File: src/hdl/i2cms_pkg.sv
// Shared types, op codes and helpers for the I2C master line sequencer.
// No dependencies; imported by every module of the block.
package i2cms_pkg;

   // Item kinds on the request channel; the same codes name the running op
   localparam logic [2:0] OP_IDLE  = 3'd0;  // as a kind: tick
   localparam logic [2:0] OP_START = 3'd1;
   localparam logic [2:0] OP_STOP  = 3'd2;
   localparam logic [2:0] OP_WRITE = 3'd3;
   localparam logic [2:0] OP_READ  = 3'd4;
   localparam logic [2:0] OP_SACK  = 3'd5;
   localparam logic [2:0] OP_MACK  = 3'd6;
   localparam logic [2:0] OP_TICK2 = 3'd7;  // unused kind, treated as tick

   localparam logic [15:0] PHASE_TICKS_RST = 16'd5;

   localparam int Q_DEPTH = 2;
   localparam int Q_PTR_W = $clog2(Q_DEPTH);
   localparam int Q_CNT_W = $clog2(Q_DEPTH + 1);

   typedef struct packed {
      logic [2:0] kind;
      logic [7:0] tx_byte;
      logic       master_nack;
      logic       sda_in;
   } i2cms_req_type;

   typedef struct packed {
      logic       scl_level;
      logic       sda_level;
      logic       busy_res;
      logic       done_res;
      logic [7:0] rx_byte;
      logic       slave_nack;
      logic       rejected;
   } i2cms_rsp_type;

   // Classified item held in the queue between front and back
   typedef struct packed {
      logic       is_tick;
      logic [2:0] op;
      logic       shift_load;
      logic [7:0] shift_value;
      logic       sda_in;
   } i2cms_item_type;

   // Queue occupancy as seen by the front
   typedef struct packed {
      logic full;
   } i2cms_qstat_type;

   // Number of line phases in each op
   function automatic logic [4:0] phase_total(input logic [2:0] op);
      logic [4:0] tot;
      unique case (op)
         OP_WRITE: tot = 5'd24;
         OP_READ:  tot = 5'd17;
         default:  tot = 5'd3;
      endcase
      return tot;
   endfunction

endpackage

File: src/hdl/i2cms_front.sv
// Front end: takes request beats, decodes the kind and builds queue items.
// Depends on i2cms_pkg.
module i2cms_front
   import i2cms_pkg::*;
(
   input  logic            req_valid,
   output logic            req_stall,
   input  i2cms_req_type   req_data,
   input  i2cms_qstat_type q_stat,
   output logic            push,
   output i2cms_item_type  push_item
);

   always_comb begin
      push_item             = '0;
      push_item.op          = req_data.kind;
      push_item.sda_in      = req_data.sda_in;
      push_item.is_tick     = 1'b0;
      push_item.shift_load  = 1'b0;
      push_item.shift_value = 8'd0;
      unique case (req_data.kind)
         OP_IDLE, OP_TICK2: begin
            push_item.is_tick = 1'b1;
            push_item.op      = OP_IDLE;
         end
         OP_WRITE: begin
            push_item.shift_load  = 1'b1;
            push_item.shift_value = req_data.tx_byte;
         end
         OP_READ: begin
            push_item.shift_load = 1'b1;
         end
         OP_MACK: begin
            push_item.shift_load  = 1'b1;
            push_item.shift_value = {7'd0, req_data.master_nack};
         end
         default: begin
         end
      endcase
   end

   assign req_stall = q_stat.full;
   assign push      = req_valid & ~q_stat.full;

endmodule

File: src/hdl/i2cms_queue.sv
// Two-entry queue of classified items between front and back.
// Depends on i2cms_pkg.
module i2cms_queue
   import i2cms_pkg::*;
(
   input  logic            clock,
   input  logic            reset,
   input  logic            push,
   input  i2cms_item_type  push_item,
   input  logic            pop,
   output logic            head_valid,
   output i2cms_item_type  head_item,
   output i2cms_qstat_type q_stat
);

   i2cms_item_type       entry_ff [Q_DEPTH];
   logic [Q_PTR_W-1:0]   wr_ptr_ff, wr_ptr_in;
   logic [Q_PTR_W-1:0]   rd_ptr_ff, rd_ptr_in;
   logic [Q_CNT_W-1:0]   count_ff, count_in;

   localparam logic [Q_PTR_W-1:0] PTR_LAST = Q_PTR_W'(Q_DEPTH - 1);
   localparam logic [Q_CNT_W-1:0] CNT_FULL = Q_CNT_W'(Q_DEPTH);

   always_comb begin
      wr_ptr_in = wr_ptr_ff;
      rd_ptr_in = rd_ptr_ff;
      count_in  = count_ff;
      if (push) begin
         wr_ptr_in = (wr_ptr_ff == PTR_LAST) ? '0 : wr_ptr_ff + 1'b1;
      end
      if (pop) begin
         rd_ptr_in = (rd_ptr_ff == PTR_LAST) ? '0 : rd_ptr_ff + 1'b1;
      end
      if (push && !pop) begin
         count_in = count_ff + 1'b1;
      end else if (pop && !push) begin
         count_in = count_ff - 1'b1;
      end
   end

   always_ff @(posedge clock) begin
      if (reset) begin
         wr_ptr_ff <= '0;
         rd_ptr_ff <= '0;
         count_ff  <= '0;
      end else begin
         wr_ptr_ff <= wr_ptr_in;
         rd_ptr_ff <= rd_ptr_in;
         count_ff  <= count_in;
      end
   end

   always_ff @(posedge clock) begin
      if (push) begin
         entry_ff[wr_ptr_ff] <= push_item;
      end
   end

   assign head_valid   = (count_ff != '0);
   assign head_item    = entry_ff[rd_ptr_ff];
   assign q_stat.full  = (count_ff == CNT_FULL);

endmodule

File: src/hdl/i2cms_back.sv
// Back end: phase sequencer, line levels, shift register and result register.
// Depends on i2cms_pkg.
module i2cms_back
   import i2cms_pkg::*;
(
   input  logic           clock,
   input  logic           reset,
   input  logic           csr_wr_en,
   input  logic [15:0]    csr_wr_data,
   input  logic           head_valid,
   input  i2cms_item_type head_item,
   output logic           pop,
   output logic           rsp_valid,
   input  logic           rsp_stall,
   output i2cms_rsp_type  rsp_data
);

   logic [15:0]   phase_ticks_ff;
   logic [2:0]    op_ff, op_in;
   logic [4:0]    phase_ff, phase_in;
   logic [15:0]   tick_ff, tick_in;
   logic [7:0]    shift_ff, shift_in;
   logic          scl_ff, scl_in;
   logic          sda_ff, sda_in;
   logic [7:0]    rx_ff, rx_in;
   logic          ack_ff, ack_in;
   logic          rsp_valid_ff;
   i2cms_rsp_type rsp_ff, rsp_in;

   // Line levels after entering phase p of op; {scl, sda}
   function automatic logic [1:0] apply_phase(input logic [2:0] op, input logic [4:0] p,
                                              input logic [7:0] sh, input logic scl,
                                              input logic sda);
      logic [8:0] prod;
      logic [2:0] grp;
      logic [4:0] rem;
      logic       s_c;
      logic       s_d;
      s_c  = scl;
      s_d  = sda;
      prod = {1'b0, p, 3'b000} + {3'b000, p, 1'b0} + {4'b0000, p};  // p*11
      grp  = prod[7:5];                                             // p/3 for p < 24
      rem  = p - ({1'b0, grp, 1'b0} + {2'b00, grp});
      unique case (op)
         OP_START: begin
            if (p == 5'd0) begin
               s_c = 1'b1;
               s_d = 1'b1;
            end else if (p == 5'd1) begin
               s_d = 1'b0;
            end else begin
               s_c = 1'b0;
            end
         end
         OP_STOP: begin
            if (p == 5'd0) begin
               s_c = 1'b0;
               s_d = 1'b0;
            end else if (p == 5'd1) begin
               s_c = 1'b1;
            end else begin
               s_d = 1'b1;
            end
         end
         OP_WRITE: begin
            if (rem[1:0] == 2'd0) begin
               s_c = 1'b0;
               s_d = sh[3'd7 - grp];
            end else begin
               s_c = (rem[1:0] == 2'd1);
            end
         end
         OP_READ: begin
            if (p == 5'd0) begin
               s_c = 1'b0;
               s_d = 1'b1;
            end else begin
               s_c = p[0];
            end
         end
         OP_SACK: begin
            if (p == 5'd0) begin
               s_c = 1'b0;
               s_d = 1'b1;
            end else begin
               s_c = (p == 5'd1);
            end
         end
         OP_MACK: begin
            if (p == 5'd0) begin
               s_c = 1'b0;
               s_d = sh[0];
            end else begin
               s_c = (p == 5'd1);
            end
         end
         default: begin
         end
      endcase
      return {s_c, s_d};
   endfunction

   logic [15:0] len;
   logic [15:0] tick_inc;
   logic [4:0]  phase_next;
   logic        done;
   logic        rej;

   assign pop = head_valid & (~rsp_valid_ff | ~rsp_stall);

   always_comb begin
      op_in      = op_ff;
      phase_in   = phase_ff;
      tick_in    = tick_ff;
      shift_in   = shift_ff;
      scl_in     = scl_ff;
      sda_in     = sda_ff;
      rx_in      = rx_ff;
      ack_in     = ack_ff;
      done       = 1'b0;
      rej        = 1'b0;
      len        = (phase_ticks_ff == 16'd0) ? 16'd1 : phase_ticks_ff;
      tick_inc   = tick_ff + 16'd1;
      phase_next = phase_ff + 5'd1;
      if (head_item.is_tick) begin
         if (op_ff != OP_IDLE) begin
            if (tick_inc >= len) begin
               // end of phase: sample on the tick closing an SCL-high phase
               if (op_ff == OP_READ && phase_ff[0]) begin
                  shift_in = {shift_ff[6:0], head_item.sda_in};
               end else if (op_ff == OP_SACK && phase_ff == 5'd1) begin
                  ack_in = head_item.sda_in;
               end
               tick_in = 16'd0;
               if (phase_next >= phase_total(op_ff)) begin
                  if (op_ff == OP_READ) begin
                     rx_in = shift_in;
                  end
                  op_in    = OP_IDLE;
                  phase_in = 5'd0;
                  done     = 1'b1;
               end else begin
                  phase_in         = phase_next;
                  {scl_in, sda_in} = apply_phase(op_ff, phase_next, shift_in, scl_ff, sda_ff);
               end
            end else begin
               tick_in = tick_inc;
            end
         end
      end else if (op_ff != OP_IDLE) begin
         rej = 1'b1;
      end else begin
         op_in    = head_item.op;
         phase_in = 5'd0;
         tick_in  = 16'd0;
         if (head_item.shift_load) begin
            shift_in = head_item.shift_value;
         end
         {scl_in, sda_in} = apply_phase(head_item.op, 5'd0, shift_in, scl_ff, sda_ff);
      end

      rsp_in.scl_level  = scl_in;
      rsp_in.sda_level  = sda_in;
      rsp_in.busy_res   = (op_in != OP_IDLE);
      rsp_in.done_res   = done;
      rsp_in.rx_byte    = rx_in;
      rsp_in.slave_nack = ack_in;
      rsp_in.rejected   = rej;
   end

   always_ff @(posedge clock) begin
      if (reset) begin
         phase_ticks_ff <= PHASE_TICKS_RST;
      end else if (csr_wr_en) begin
         phase_ticks_ff <= csr_wr_data;
      end
   end

   always_ff @(posedge clock) begin
      if (reset) begin
         op_ff        <= OP_IDLE;
         phase_ff     <= 5'd0;
         tick_ff      <= 16'd0;
         shift_ff     <= 8'd0;
         scl_ff       <= 1'b1;
         sda_ff       <= 1'b1;
         rx_ff        <= 8'd0;
         ack_ff       <= 1'b0;
         rsp_valid_ff <= 1'b0;
      end else begin
         if (pop) begin
            op_ff    <= op_in;
            phase_ff <= phase_in;
            tick_ff  <= tick_in;
            shift_ff <= shift_in;
            scl_ff   <= scl_in;
            sda_ff   <= sda_in;
            rx_ff    <= rx_in;
            ack_ff   <= ack_in;
         end
         if (pop) begin
            rsp_valid_ff <= 1'b1;
         end else if (!rsp_stall) begin
            rsp_valid_ff <= 1'b0;
         end
      end
   end

   always_ff @(posedge clock) begin
      if (pop) begin
         rsp_ff <= rsp_in;
      end
   end

   assign rsp_valid = rsp_valid_ff;
   assign rsp_data  = rsp_ff;

endmodule

File: src/hdl/i2c_master_bit_sequencer.sv
// Top level of the I2C master line sequencer: front, queue and back.
// Depends on i2cms_pkg, i2cms_front, i2cms_queue, i2cms_back.
//
// Usage
//  - req_*: one beat per command (start, stop, write byte, read byte, slave
//    ack, master ack) or tick; a tick carries the sampled SDA level.
//    Accepted when req_valid is high and req_stall is low.
//  - rsp_*: exactly one beat per request beat, in order, with the SCL/SDA
//    output levels and status after that beat. Taken when rsp_stall is low.
//  - csr_*: csr_wr_en writes csr_wr_data into phase_ticks (ticks per line
//    phase, 0 acts as 1). Write only while idle.
//  - The response is registered on the edge that pops the item from the queue;
//    an accepted beat is first written into the queue, then popped into the
//    response register, and is taken from there when rsp_stall is low.
//  - Throughput: one beat per clock while rsp_stall is low; the back end retires
//    one queued item per cycle into its output register while that is free.
//  - A two-entry queue parts the sides: while rsp_stall is high the front
//    still fills the queue, and req_stall rises once it is full.
//  - Reset (synchronous, active high) empties the queue and output register,
//    releases both lines, clears status and sets phase_ticks to 5.
module i2c_master_bit_sequencer
   import i2cms_pkg::*;
(
   input  logic          clock,
   input  logic          reset,
   input  logic          csr_wr_en,
   input  logic [15:0]   csr_wr_data,
   input  logic          req_valid,
   output logic          req_stall,
   input  i2cms_req_type req_data,
   output logic          rsp_valid,
   input  logic          rsp_stall,
   output i2cms_rsp_type rsp_data
);

   i2cms_qstat_type q_stat;
   logic            push;
   i2cms_item_type  push_item;
   logic            pop;
   logic            head_valid;
   i2cms_item_type  head_item;

   // decode and admission
   i2cms_front u_front (
      .req_valid (req_valid),
      .req_stall (req_stall),
      .req_data  (req_data),
      .q_stat    (q_stat),
      .push      (push),
      .push_item (push_item)
   );

   // decoupling queue
   i2cms_queue u_queue (
      .clock      (clock),
      .reset      (reset),
      .push       (push),
      .push_item  (push_item),
      .pop        (pop),
      .head_valid (head_valid),
      .head_item  (head_item),
      .q_stat     (q_stat)
   );

   // sequencer and response register
   i2cms_back u_back (
      .clock       (clock),
      .reset       (reset),
      .csr_wr_en   (csr_wr_en),
      .csr_wr_data (csr_wr_data),
      .head_valid  (head_valid),
      .head_item   (head_item),
      .pop         (pop),
      .rsp_valid   (rsp_valid),
      .rsp_stall   (rsp_stall),
      .rsp_data    (rsp_data)
   );

endmodule

File: config.mk
export PLATFORM = sky130hd
export DESIGN_NAME = i2c_master_bit_sequencer
export DESIGN_NICKNAME = d
export VERILOG_FILES = /design/src/hdl/i2cms_pkg.sv /design/src/hdl/i2cms_front.sv /design/src/hdl/i2cms_queue.sv /design/src/hdl/i2cms_back.sv /design/src/hdl/i2c_master_bit_sequencer.sv
export SDC_FILE = /design/constraint.sdc
export NUM_CORES = 1
export LEC_CHECK = 0
export ABC_AREA = 1
export BUFFER_PORTS_ARGS = -buffer_cell sky130_fd_sc_hd__buf_2
export CAP_MARGIN = 5
export CORE_MARGIN = 2
export CORE_UTILIZATION = 34
export DETAILED_ROUTE_END_ITERATION = 10
export SLEW_MARGIN = 20
export SYNTH_ARGS = -nofsm -noshare
export SYNTH_HDL_FRONTEND = slang
export SYNTH_HIERARCHICAL = 1
export SYNTH_SLANG_ARGS = --single-unit
File: constraint.sdc
create_clock -name clock -period 7.6 [get_ports clock]
set_clock_uncertainty 0.15 [all_clocks]
set_input_delay 0.38 -clock clock [delete_from_list [all_inputs] [get_ports clock]]
set_output_delay 0.38 -clock clock [all_outputs]
set_load 0.03 [all_outputs]
==> results by stage <==
Yosys:
- The synthesized netlist occupies a cell area of 0.00630 sq mm.
- The register bit total from synthesis is 107.
- After synthesis, the share of flip-flops with an asynchronous set or reset is 0.
- The number of cells produced by synthesis is 772.
- Summed over all instances, the cell type with the most area after synthesis is sky130_fd_sc_hd__dfxtp_1.
- The post-synthesis cell type count is 53.
- Counting every net in the synthesized netlist gives 842.
- For this run, the register share of the synthesized area comes to 0.407.
- The most used flip-flop cell after synthesis is sky130_fd_sc_hd__dfxtp_1.
- The top-area cell type share of the netlist area is 0.207.
- The total number of yosys warnings is 6.
- By area the synthesized netlist is led by sky130_fd_sc_hd__dfxtp_1 (21%), sky130_fd_sc_hd__edfxtp_1 (20%), sky130_fd_sc_hd__nand2_1 (8.3%).
- The synthesized area per cell is 8.16 sq um.
- The number of synthesized flops with an enable pin is 42.

Timing:
- The number of hold violations in the final report is 0.
- Headroom to the max-slew limit came out at 0.484.
- The actual transition at the worst max-transition pin is 774 ps.
- Setup violations remaining at the end of the flow were counted as 0.
- The upper clock frequency limit is 0.217 GHz.
- Adding up every negative setup slack in the final design gives 0 ps.
- Setup repair after global routing left no endpoint under its margin.
- The ratio of final minimum period to clock period is 0.607.
- For the finished layout, the period the worst path requires is 4610 ps.
- The max-slew violation total from the final report was 0.

Drt:
- Using the TritonRoute via totals, the vias-per-cell ratio works out to 4.87.
- The overall routed net length is 13.8 mm.
- The remaining number of nets flagged by the antenna check after routing is 0.
- Dividing the detail-routed wire length by the instance count gives 13.3 microns.
- The number of vias in the routed layout is 5060.
- The starting DRC count in detailed routing is 383.
- In the routed design, unresolved DRC markers number 2.
- The first detailed-routing pass ran for 8 iterations.

Power:
- The part of the total power dissipated in sequential elements is 0.356.
- The power share of the clock group is 0.198.
- The cell-internal power is 1.36 mW.
- In this run the power density over the cells is 354 mW/mm^2.
- The worst ir drop on vdd is 0.175 mV.
- The total leakage power is 3.08 nW.
- The combinational share of power is 0.447.
- The switching power total is 1.11 mW.
- Power comes to 2.48 mW.
- The net switching share of the total power is 0.450.

Clock network:
- The count of instances resized after the clock tree is built is 0.
- After clock tree synthesis, the clock-pin slew on the worst setup and hold paths is 90 ps.
- The number of buffers inserted for hold repair after clock tree synthesis is 0.
- The clock net sink count is 107.
- The maximum level of the CTS H-tree is 3.
- The deepest clock path buffer count is 2.
- The buffer type at the clock tree root is sky130_fd_sc_hd__clkbuf_16.
- TritonCTS built the clock tree.
- Buffers inserted during clock tree synthesis total 9.
- The clock reaches the later pin of the worst-skew pair after 370 ps.
- The count of buffers added by post-CTS timing repair for setup is 0.

Setup path:
- The largest fanout on the critical path is 17.
- The category of the most critical setup path is reg -> reg.
- The worst setup path is launched from a flip-flop.
- For the worst setup path, the data required time is 7550 ps.
- STA puts the critical path data arrival time at 4570 ps.
- The worst setup path is captured at a flip-flop.

Placed design:
- The final weighted congestion in routability-driven placement is 0.893.
- The HPWL after detailed placement is 10.2 mm.
- Buffers placed on the I/O ports in this run total 49.

Min path:
- The class of the most critical hold timing path is in -> reg.

Floorplanning:
- The number of rows created at floorplan is 49.
- The area of the core is 0.0181 sq mm.
- The initial utilization of the core area, before any placement, comes to 0.348.
- The chip width is 140 microns.
- From bottom edge to top edge, the die measures 140 microns.
- The area of the die is 0.0196 sq mm.
- 50 I/O pins were placed.

GRT:
- The number of antenna violations at the first check in global routing came to 0.
- The number of global-route vias before repair is 4728.
- The pin count of the biggest net entering global routing is 38.
- Summed over all layers, the global routing overflow is 0.
- The global-route wire length before repair is 23.3 mm.
- For this run, the total global-route usage over all layers was measured as 0.146.

Final layout:
- The final-stage net count is 875.
- The number of antenna diodes in the final layout is 0.
- The filler cell count in the final layout is 1802.
- The fraction of the core area covered by cells at the end of the flow is 0.387.
- The layout overhead on the synthesized area is 11.0%.
- In the final layout, the share of cells above drive strength 1 is 0.177.

Run:
- The number of violations of the max-capacitance limit is 0.

Status:
- The run finished, with violations left.
- The checks that failed: DRC.
Yosys cell counts (2+ instances only):
library cell and n:
sky130_fd_sc_hd__nand2_1 140, sky130_fd_sc_hd__inv_1 96, sky130_fd_sc_hd__dfxtp_1 65, sky130_fd_sc_hd__a21oi_1 60, sky130_fd_sc_hd__nor2_1 60, sky130_fd_sc_hd__nand3_1 54
sky130_fd_sc_hd__o21ai_0 43, sky130_fd_sc_hd__edfxtp_1 42, sky130_fd_sc_hd__ha_1 35, sky130_fd_sc_hd__o21ai_2 16, sky130_fd_sc_hd__clkbuf_1 15, sky130_fd_sc_hd__mux2_2 14
sky130_fd_sc_hd__nand2_2 13, sky130_fd_sc_hd__nand4_1 12, sky130_fd_sc_hd__inv_2 10, sky130_fd_sc_hd__xor2_1 9, sky130_fd_sc_hd__a22oi_1 7, sky130_fd_sc_hd__buf_4 7
sky130_fd_sc_hd__xnor2_1 7, sky130_fd_sc_hd__a31oi_1 6, sky130_fd_sc_hd__nand3_2 6, sky130_fd_sc_hd__nor3_1 5, sky130_fd_sc_hd__nor4_1 5, sky130_fd_sc_hd__buf_2 4
sky130_fd_sc_hd__clkinv_1 3, sky130_fd_sc_hd__nor2_2 3, sky130_fd_sc_hd__o21a_1 3, sky130_fd_sc_hd__a211oi_1 2, sky130_fd_sc_hd__a21boi_0 2, sky130_fd_sc_hd__buf_6 2
sky130_fd_sc_hd__mux2i_1 2, sky130_fd_sc_hd__nand3_4 2, sky130_fd_sc_hd__nor2_4 2
stage by stage:
stage | setup WS [ps] | cells | instance area, sq um | hold slack, ps
after detailed placement | 3010 | 1023 | 6680 | 308
after global routing | 2510 | 1039 | 6990 | 61.9
after global placement | 3100 | 1023 | 6680 | 306
after floorplan | 3680 | 772 | 6300 | 295
final | 2990 | 1039 | 6990 | 66.4
after CTS | 3010 | 1039 | 6990 | 49.5
area by class of cell:
| class | instances | area [sq um] | share of cell area |
|---|---|---|---|
| Multi-Input combinational cell | 527 | 3160 | 0.452 |
| Tap cell | 229 | 287 | 0.0410 |
| Clock inverter | 7 | 91.3 | 0.0131 |
| Timing Repair Buffer | 51 | 260 | 0.0372 |
| Sequential cell | 107 | 2560 | 0.366 |
| Clock buffer | 9 | 225 | 0.0322 |
| Inverter | 109 | 409 | 0.0585 |
sequential cells by signal, indices dropped and copies added, names as in the netlist, 2 cells and up, named ones only:
signal,flops
u_queue/count_ff,2
u_back/phase_ff,5
u_back/rsp_data,14
u_back/shift_ff,8
u_back/op_ff,3
u_back/tick_ff,16
u_queue/entry_ff,28
u_back/phase_ticks_ff,16
u_back/rx_ff,8
placed cells by master (no fill, tap or decap), types with 2 or more instances in the layout:
| cell | instances |
|---|---|
| sky130_fd_sc_hd__clkinv_1 | 3 |
| sky130_fd_sc_hd__mux2i_1 | 2 |
| sky130_fd_sc_hd__inv_2 | 10 |
| sky130_fd_sc_hd__a31oi_1 | 6 |
| sky130_fd_sc_hd__nor2_1 | 60 |
| sky130_fd_sc_hd__nand4_1 | 12 |
| sky130_fd_sc_hd__clkinv_8 | 2 |
| sky130_fd_sc_hd__mux2_2 | 14 |
| sky130_fd_sc_hd__nor2_2 | 3 |
| sky130_fd_sc_hd__inv_1 | 96 |
| sky130_fd_sc_hd__nand2_1 | 140 |
| sky130_fd_sc_hd__buf_4 | 2 |
| sky130_fd_sc_hd__nand3_4 | 2 |
| sky130_fd_sc_hd__o21ai_2 | 16 |
| sky130_fd_sc_hd__dfxtp_1 | 65 |
| sky130_fd_sc_hd__nand2_2 | 13 |
| sky130_fd_sc_hd__edfxtp_1 | 42 |
| sky130_fd_sc_hd__xor2_1 | 9 |
| sky130_fd_sc_hd__o21a_1 | 3 |
| sky130_fd_sc_hd__a211oi_1 | 2 |
| sky130_fd_sc_hd__a21oi_1 | 60 |
| sky130_fd_sc_hd__xnor2_1 | 7 |
| sky130_fd_sc_hd__nand3_1 | 54 |
| sky130_fd_sc_hd__o21ai_0 | 43 |
| sky130_fd_sc_hd__nand3_2 | 6 |
| sky130_fd_sc_hd__nor2_4 | 2 |
| sky130_fd_sc_hd__nor3_1 | 5 |
| sky130_fd_sc_hd__a21boi_0 | 2 |
| sky130_fd_sc_hd__buf_2 | 49 |
| sky130_fd_sc_hd__inv_6 | 2 |
| sky130_fd_sc_hd__nor4_1 | 5 |
| sky130_fd_sc_hd__a22oi_1 | 7 |
| sky130_fd_sc_hd__clkbuf_16 | 9 |
| sky130_fd_sc_hd__inv_12 | 2 |
| sky130_fd_sc_hd__ha_1 | 35 |
path summary, 6_finish.rpt:
kind | to | cells past startpoint | slack, ps | startpoint
min | u_queue/entry_ff[1][0] | 1 | 70 | req_data[0]
min reg2reg | u_back/tick_ff[10] | 2 | 320 | u_back/tick_ff[10]
max | u_back/rsp_data[12] | 22 | 2990 | u_back/phase_ff[0]
max reg2reg | u_back/rsp_data[12] | 22 | 2990 | u_back/phase_ff[0]
power groups by stage:
stage	Clock (mW)	Sequential, mW	Combinational, mW
floorplan	0	0.925	0.820
global placement	0	0.892	1.10
detailed placement	0	0.895	1.10
CTS	0.504	0.881	1.11
global route	0.523	0.900	1.25
finish	0.489	0.881	1.11
routing by layer:
layer / global-route usage / vias up / share of wire
met5: 0 / - / 0
met4: 0.0324 / 0 / 0.0097
met3: 0.0349 / 11 / 0.049
met2: 0.223 / 125 / 0.43
met1: 0.211 / 2265 / 0.52
li1: - / 2659 / -
critical path, stage by stage (launching register included):
cell	delay [ps]
sky130_fd_sc_hd__dfxtp_1	780
sky130_fd_sc_hd__ha_1	370
sky130_fd_sc_hd__nand3_2	170
sky130_fd_sc_hd__xnor2_4	340
sky130_fd_sc_hd__fa_1	450
sky130_fd_sc_hd__ha_1	350
sky130_fd_sc_hd__a21oi_2	210
sky130_fd_sc_hd__nand2_1	100
sky130_fd_sc_hd__nand2_1	160
sky130_fd_sc_hd__nand2_1	160
sky130_fd_sc_hd__ha_1	220
sky130_fd_sc_hd__xor2_1	170
sky130_fd_sc_hd__inv_1	50
sky130_fd_sc_hd__nand3_1	90
sky130_fd_sc_hd__nand2_1	50
sky130_fd_sc_hd__nand2_1	70
sky130_fd_sc_hd__nand3_1	90
sky130_fd_sc_hd__inv_1	60
sky130_fd_sc_hd__nand3_1	60
sky130_fd_sc_hd__nand2_1	80
sky130_fd_sc_hd__nand3_1	60
sky130_fd_sc_hd__nand2_1	60
sky130_fd_sc_hd__nand2_1	60
cell families (layout without fill, tap and decap cells):
kind of cell,Yosys count,count (layout),synth area share
AO/OA/AOI/OAI,150,150,0.143
XOR/XNOR,18,18,0.0292
adder cells (fa/ha/maj),36,36,0.0727
buffers and inverters,138,176,0.0922
flip-flops,107,107,0.407
multiplexers,16,16,0.0282
AND/OR/NAND/NOR,307,307,0.228
(Power assumes the default switching activity.)
